==> src/rtl/hough_circle_voting_defines.svh <==
// ----------------------------------------------------------------------------
// hough circle voting assertion macros
// shared property forms for the accumulator checks
// ----------------------------------------------------------------------------
`ifndef HOUGH_CIRCLE_VOTING_DEFINES_SVH
`define HOUGH_CIRCLE_VOTING_DEFINES_SVH

// same-cycle implication
`define HCV_ASSERT_NOW(lbl, ante, cons, msg) \
	lbl: assert property (@(posedge clk) disable iff (!arst_n) (ante) |-> (cons)) \
		else $error(msg);

// next-cycle implication
`define HCV_ASSERT_NEXT(lbl, ante, cons, msg) \
	lbl: assert property (@(posedge clk) disable iff (!arst_n) (ante) |=> (cons)) \
		else $error(msg);

`endif

==> src/rtl/hcv_pkg.sv <==
// ----------------------------------------------------------------------------
// hcv_pkg
// sizes, register map, sequencer states and sine table of the accumulator
// ----------------------------------------------------------------------------
`default_nettype none

package hcv_pkg;

	localparam int ROWS    = 64;
	localparam int COLS    = 64;
	localparam int RADII   = 16;
	localparam int ROW_W   = 6;
	localparam int COL_W   = 6;
	localparam int RADII_W = $clog2(RADII);
	localparam int SLOT_W  = $clog2(RADII + 1);
	localparam int ADDR_W  = RADII_W + ROW_W + COL_W;
	localparam int DEPTH   = RADII * ROWS * COLS;
	localparam int EDGE_LEVEL = 250;
	localparam int LAST_DEG   = 359;
	localparam int DEG_QUARTER = 90;

	localparam logic [1:0] REG_THRESHOLD  = 2'd0;
	localparam logic [1:0] REG_MIN_RADIUS = 2'd1;
	localparam logic [1:0] REG_MAX_RADIUS = 2'd2;

	typedef enum logic [3:0] {
		S_CLEAR,
		S_IDLE,
		S_NEXT,
		S_COS,
		S_SIN,
		S_READ,
		S_WRITE,
		S_QWRITE,
		S_DONE
	} state_t;

	// quarter-wave sine, q1.14
	localparam logic [14:0] QSINE [0:90] = '{
		15'd0, 15'd286, 15'd572, 15'd857, 15'd1143, 15'd1428, 15'd1713, 15'd1997,
		15'd2280, 15'd2563, 15'd2845, 15'd3126, 15'd3406, 15'd3686, 15'd3964,
		15'd4240, 15'd4516, 15'd4790, 15'd5063, 15'd5334, 15'd5604, 15'd5872,
		15'd6138, 15'd6402, 15'd6664, 15'd6924, 15'd7182, 15'd7438, 15'd7692,
		15'd7943, 15'd8192, 15'd8438, 15'd8682, 15'd8923, 15'd9162, 15'd9397,
		15'd9630, 15'd9860, 15'd10087, 15'd10311, 15'd10531, 15'd10749, 15'd10963,
		15'd11174, 15'd11381, 15'd11585, 15'd11786, 15'd11982, 15'd12176, 15'd12365,
		15'd12551, 15'd12733, 15'd12911, 15'd13085, 15'd13255, 15'd13421, 15'd13583,
		15'd13741, 15'd13894, 15'd14044, 15'd14189, 15'd14329, 15'd14466, 15'd14598,
		15'd14726, 15'd14849, 15'd14968, 15'd15082, 15'd15191, 15'd15296, 15'd15396,
		15'd15491, 15'd15582, 15'd15668, 15'd15749, 15'd15826, 15'd15897, 15'd15964,
		15'd16026, 15'd16083, 15'd16135, 15'd16182, 15'd16225, 15'd16262, 15'd16294,
		15'd16322, 15'd16344, 15'd16362, 15'd16374, 15'd16382, 15'd16384
	};

endpackage

`default_nettype wire

==> src/rtl/hcv_trig_unit.sv <==
// ----------------------------------------------------------------------------
// hcv_trig_unit
// shared unit: rounded radius times sine of a whole-degree angle
// ----------------------------------------------------------------------------
`default_nettype none

module hcv_trig_unit import hcv_pkg::*; (
	input  wire logic [5:0]        radius,
	input  wire logic [8:0]        angle,   // 0..449 degrees
	output logic signed [7:0]      offset
);

	logic [8:0]  deg;
	logic [6:0]  idx;
	logic        neg;
	logic [20:0] prod;
	logic [21:0] biased;
	logic [6:0]  mag;

	always_comb begin
		deg = (angle >= 9'd360) ? angle - 9'd360 : angle;
		if (deg <= 9'd90) begin
			idx = deg[6:0];
			neg = 1'b0;
		end else if (deg <= 9'd180) begin
			idx = 7'(9'd180 - deg);
			neg = 1'b0;
		end else if (deg <= 9'd270) begin
			idx = 7'(deg - 9'd180);
			neg = 1'b1;
		end else begin
			idx = 7'(9'd360 - deg);
			neg = 1'b1;
		end
		prod   = 21'(radius) * 21'(QSINE[idx]);
		biased = 22'(prod) + 22'd8192;
		mag    = biased[20:14];
		offset = neg ? -$signed({1'b0, mag}) : $signed({1'b0, mag});
	end

endmodule

`default_nettype wire

==> config.mk <==
export PLATFORM = sky130hd
export DESIGN_NAME = hcv_trig_unit
export DESIGN_NICKNAME = d
export VERILOG_FILES = /design/src/rtl/hough_circle_voting_defines.svh /design/src/rtl/hcv_pkg.sv /design/src/rtl/hcv_trig_unit.sv
export SDC_FILE = /design/constraint.sdc
export NUM_CORES = 1
export LEC_CHECK = 0
export ABC_AREA = 1
export BUFFER_PORTS_ARGS = -buffer_cell sky130_fd_sc_hd__buf_4
export CAP_MARGIN = 20
export CORE_MARGIN = 3
export CORE_UTILIZATION = 67
export DETAILED_ROUTE_END_ITERATION = 8
export GPL_ROUTABILITY_DRIVEN = 0
export PLACE_DENSITY = 0.86
export REMOVE_ABC_BUFFERS = 1
export SYNTH_ARGS = -nofsm -noshare
export SYNTH_HDL_FRONTEND = slang
export SYNTH_SLANG_ARGS = --single-unit
==> constraint.sdc <==
create_clock -name vclk -period 9.2
set_input_delay 0.46 -clock vclk [all_inputs]
set_output_delay 0.46 -clock vclk [all_outputs]
set_load 0.05 [all_outputs]
# ---- Word level (Yosys, flattened, before mapping)
# Memories as Yosys holds them, arrays and structs flattened.
# Cells that the tools add are included.
dict set report totals {
  register_bits 0
  rom_bits 1920
  mem_count 1
}
dict set report classes {
  n_addsub 6
  mul 1
  order_cmp 5
  n_mux 9
  bitwise_logic 1
}
# memory depth width rd rd_clocked_by_memory_dff write_ports line_no
set memory_table {}
lappend memory_table {{(no name shown)} 128 15 1 0 0 hcv_trig_unit.sv:35} ;# prod = 21'(radius) * 21'(QSINE[idx]);
# operator count
set ops {}
lappend ops {{15-bit 2-to-1 mux} 2}
lappend ops {{21-bit by 14-bit adder with 21-bit output (second input constant)} 1}
lappend ops {{6-bit by 15-bit multiplier with 21-bit output} 1}
lappend ops {{7-bit 2-to-1 mux} 3}
lappend ops {{9-bit greater-or-equal comparator (second input constant)} 1}
lappend ops {{9-bit by 7-bit <= comparator with 1-bit output (second input constant)} 1}
lappend ops {{9-bit by 8-bit <= comparator with 1-bit output (second input constant)} 1}
lappend ops {{9-bit <= comparator (second input constant)} 1}
lappend ops {{9-bit 2-to-1 mux} 1}
lappend ops {{9-bit subtractor (second input constant)} 1}
lappend ops {{8-bit greater-or-equal comparator (second input constant)} 1}
lappend ops {{8-bit 2-to-1 mux} 1}
lappend ops {{7-bit negator with 8-bit output} 1}
lappend ops {{7-bit NOT with 8-bit output} 1}
lappend ops {{6-bit by 7-bit subtractor with 7-bit output (first input constant)} 1}
lappend ops {{7-bit by 6-bit subtractor with 7-bit output (second input constant)} 1}
lappend ops {{7-bit subtractor (first input constant)} 1}
lappend ops {{1-bit 2-to-1 mux} 2}

# ---- Logic depth before layout (Yosys ltp)
dict set report depth {
  ltp_word 14
  ltp_mapped 53
}

# ---- Least setup slack after synthesis
# Ideal clock, no wire load.
dict set report synth_path {
  path_kind {input-to-output}
  from {input port angle[3]}
  to {output port offset[1]}
  t_arrival_ps 7824
  t_required_ps 8740
  path_slack_ps 916
  stages 39
  cell_sequence {inv_1 ha_1 o21ai_2 nand2_2 nand3_2 nand2_2 ha_1 a21oi_1 nand3_1 nand2_1 nand2_1 nand2_2 nand2_1 nand2_1 nand2_4 nand2_4 buf_6 clkbuf_1 (+3 left out) o311ai_0 nand3_1 nor2_1 fa_1 fa_1 fa_1 fa_1 ha_1 nand2_1 inv_1 nand2_1 nand2_1 a21o_1 a21oi_1 nand2_1 nand2_1 nand2_2 o21ai_0}
}
dict set report synth_via {
  elab_chain_cells 14
}
# element line_no
set synth_rtl {}
lappend synth_rtl {{start: declaration} hcv_trig_unit.sv:9} ;# input wire logic [8:0] angle,
lappend synth_rtl {{9-bit subtractor / 9-bit greater-or-equal comparator (equally long branches)} hcv_trig_unit.sv:21} ;# deg = (angle >= 9'd360) ? angle - 9'd360 : angle;
lappend synth_rtl {{9-bit 2-to-1 mux *} hcv_trig_unit.sv:21}
lappend synth_rtl {{9-bit <= comparator (tied with other cells)} hcv_trig_unit.sv:28} ;# end else if (deg <= 9'd270) begin
lappend synth_rtl {{7-bit 2-to-1 mux} hcv_trig_unit.sv:28}
lappend synth_rtl {{7-bit 2-to-1 mux} hcv_trig_unit.sv:25} ;# end else if (deg <= 9'd180) begin
lappend synth_rtl {{7-bit 2-to-1 mux} hcv_trig_unit.sv:22} ;# if (deg <= 9'd90) begin
lappend synth_rtl {{7-bit NOT with 8-bit output (not written as such)} hcv_trig_unit.sv:35}
lappend synth_rtl {{memory read 128 x 15 bit} --}
lappend synth_rtl {{15-bit 2-to-1 mux (not written as such) (2 in a row)} hcv_trig_unit.sv:35}
lappend synth_rtl {{6-bit by 15-bit multiplier with 21-bit output} hcv_trig_unit.sv:35}
lappend synth_rtl {{21-bit by 14-bit adder with 21-bit output} hcv_trig_unit.sv:36} ;# biased = 22'(prod) + 22'd8192;
lappend synth_rtl {{7-bit negator with 8-bit output} hcv_trig_unit.sv:38} ;# offset = neg ? -$signed({1'b0, mag}) : $signed({1'b0, mag});
lappend synth_rtl {{8-bit 2-to-1 mux *} hcv_trig_unit.sv:38}
lappend synth_rtl {{end: declaration} hcv_trig_unit.sv:10} ;# output logic signed [7:0] offset
# Mark *: on every way between the ends. The rest lies on a longest branch, timed or not. The select of a mux whose other input is x is not followed.

# ---- Worst setup path in the final report
dict set report layout_path {
  from {input port angle[3]}
  to {output port offset[2]}
}
# The elaborated chain is that of the path after synthesis.

==> results.toml <==
[yosys]
number_of_warning_messages_in_the_yosys_log = 0
yosys.area_share.adder_pct = 33.9
synthMuxAreaShare_pct = 0
synth_compound_gate_area_share_pct = 14.0
synth-xor-area-share_pct = 2.03
simple_logic_cell_fraction_of_the_synthesized_area_pct = 39.9
synth_top_family_by_area = "simple AND/OR/NAND/NOR gates"
syn_area_per_cell_sq_um = 6.32
synthesis.area_sq_mm = 0.00510
number_of_cells_produced_by_synthesis = 808
synth.distinct_cells = 49
yosysSeqAreaShare_pct = 0

[detailed_routing]
residual_antenna_violating_net_count_after_detailed_routing = 0
detailroute.via_count = 5621
maxUsedRoutingLayer = "met4"
initialDrtViolationCount = 687
routed-wl-met2_um = 6200
post_dr_vias_cell = 6.15
firstDrtPassIters = 7
post_drt_wl_per_cell_um = 15.4
route.final.wire_length_um = 14100
met3_length_um = 1510
drcViolationCount = 0
detail_route.wirelength.met1_um = 5810

[layout]
final-seq-area_sq_um = 0
final_design_area_no_fill_sq_mm = 0.00533
num-clock-buffers = 0
finish.net_count = 939
numSequentialCells = 0
antenna-diode-count = 0
fillCellCount = 609
final_util_pct = 72.7
post_route_cells_drive_above_1_share_pct = 12.5
synthToLayoutAreaGrowth_pct = 4.46
multi_input_comb_area_sq_mm = 0.00459

[timing]
final_period_minus_worst_setup_slack_ns = 8.54
fmaxAchievable_mhz = 117
report.final.slew_viol_count = 0
grt_setup_unrepaired = "no"
slew_headroom_pct = 54.4
final.setup.worst_slack_ns = 0.658
timing.final.setup_violations = 0
finalCritPeriodShare_pct = 92.8
fin_setup_tns_ns = 0
tightestPinTransition_ns = 0.677
timing_hold_violations_final = 0

[setup_path]
timing.critical_path.slowest_stage_cell = "fa_1"
crit_path_frequent_cell = "nand2_1"
cp-end-kind = "output port"
crit_path_start_kind = "primary input"
critPathRequiredTime_ns = 8.74
timing.critical_path.arrival_ns = 8.08
crit_fanout = 29
criticalPathCategory = "primary input to output port"
critical-path-max-stage-delay_ns = 0.52

[clock_tree]
cts-hold-fix-buffers = 0

[place]
detailedPlacementHpwl_um = 11600
dp_slack_ns = 0.657
placed_cell_areas_sq_mm = 0.00532
port_buffers = 23

[global_route]
antenna_found_initial = 0
grt_remaining_overflow = 0
grt_max_degree = 30
grt_pass1_wl_um = 24600
first_global_vias = 5405
grt_util_all_layers_pct = 34.1

[floorplan]
initial_utilization_pct = 69.6
core_area_sq_mm = 0.00733
design.die.area_sq_mm = 0.00870
rows = 31
die_x_um = 93.3
top_level_pins = 23
fp.dieH_um = 93.3

[outcome]
run_status = "completed"

[min_path]
worst_hold_path_type = "primary input to output port"

[flow_run]
cap_violations = 0
layer usage:
| metal | up-vias | track usage, % |
|---|---|---|
| met2 | 340 | 54.5 |
| met1 | 2558 | 46.5 |
| met4 | 0 | 10.4 |
| met3 | 76 | 6.68 |
| met5 | - | 0 |
| li1 | 2647 | - |
final cells by class:
cell class | count | share of cell area, %
Timing Repair Buffer | 28 | 3.94
Inverter | 107 | 7.63
Tap cell | 99 | 2.32
Multi-Input combinational cell | 680 | 86.1
repair_timing:
item                       CTS  global route
setup buffers                0             1
resized for setup            0             6
setup endpoints to repair    0             6
final timing paths:
| kind | end | slack (ns) | start | cells past startpoint |
|---|---|---|---|---|
| hold / removal | offset[4] | 1.65 | angle[8] | 6 |
| setup / recovery | offset[2] | 0.66 | angle[3] | 42 |
layout by cell type, fill, tap and decap left out, types with 3 or more instances in the layout:
cell type and count:
o211ai_1 9, nand4_1 5, o21ai_1 4, clkinv_1 3, nand3b_1 4, inv_2 9
xnor2_1 3, nor3_1 7, o21a_1 3, buf_4 28, ha_1 55, nor2_1 110
o21ai_0 37, inv_1 93, o311ai_0 3, a21oi_1 38, or2_2 4, nor2_2 9
nand2_2 22, nand3_1 68, xor2_1 7, nand2_4 7, nand2_1 189, fa_1 52
a31oi_1 6, nand3_2 11, nor2_4 4
cells by family (layout without fill, tap and decap cells):
logic type | count (synthesis) | count (layout)
xor gates and xnor gates | 11 | 11
and+or+nand+nor | 443 | 443
adders and majority gates | 107 | 107
buffers and inverters | 128 | 135
AOI/OAI and AO/OA | 119 | 119
critical path, delay by kind of cell:
family | cells | cell delay (ns)
buf+inv | 7 | 1.02
fa+ha+maj | 8 | 2.98
simple gates | 21 | 2.43
xor+xnor | 1 | 0.15
compound gates | 5 | 0.98
stage by stage:
stage | hold WS (ns) | cells
CTS | 1.65 | 913
global placement | 1.64 | 913
global route | 1.69 | 914
detailed placement | 1.65 | 913
floorplan | 1.46 | 787
finish | 1.65 | 914
Yosys cell counts, drive strengths merged:
cell type	n	area, sq um
a21boi	1	11.3
clkinv	3	11.3
buf	13	83.8
o2111ai	1	8.76
nand2	218	926
a31oi	6	37.5
or2	4	25.0
inv	104	393
o311ai	4	35.0
a211oi	1	7.51
nand4	5	31.3
xnor2	4	42.6
a21oi	39	206
o21a	3	22.5
nand3b	4	30.0
o211ai	9	67.6
xor2	7	61.3
a22oi	1	7.51
a32o	1	10.0
nor2	123	509
a21o	1	7.51
o21bai	2	15.0
o21ai	43	223
a221o	1	10.0
clkbuf	8	30.0
a22o	1	8.76
o221ai	2	17.5
nand3	80	468
o31ai	2	15.0
o22ai	1	6.26
nor4	2	12.5
fa	52	1040
ha	55	688
nor3	7	35.0
Power is not shown: default switching activity piles up to over one toggle a cycle in this logic, so the estimate is an artifact.
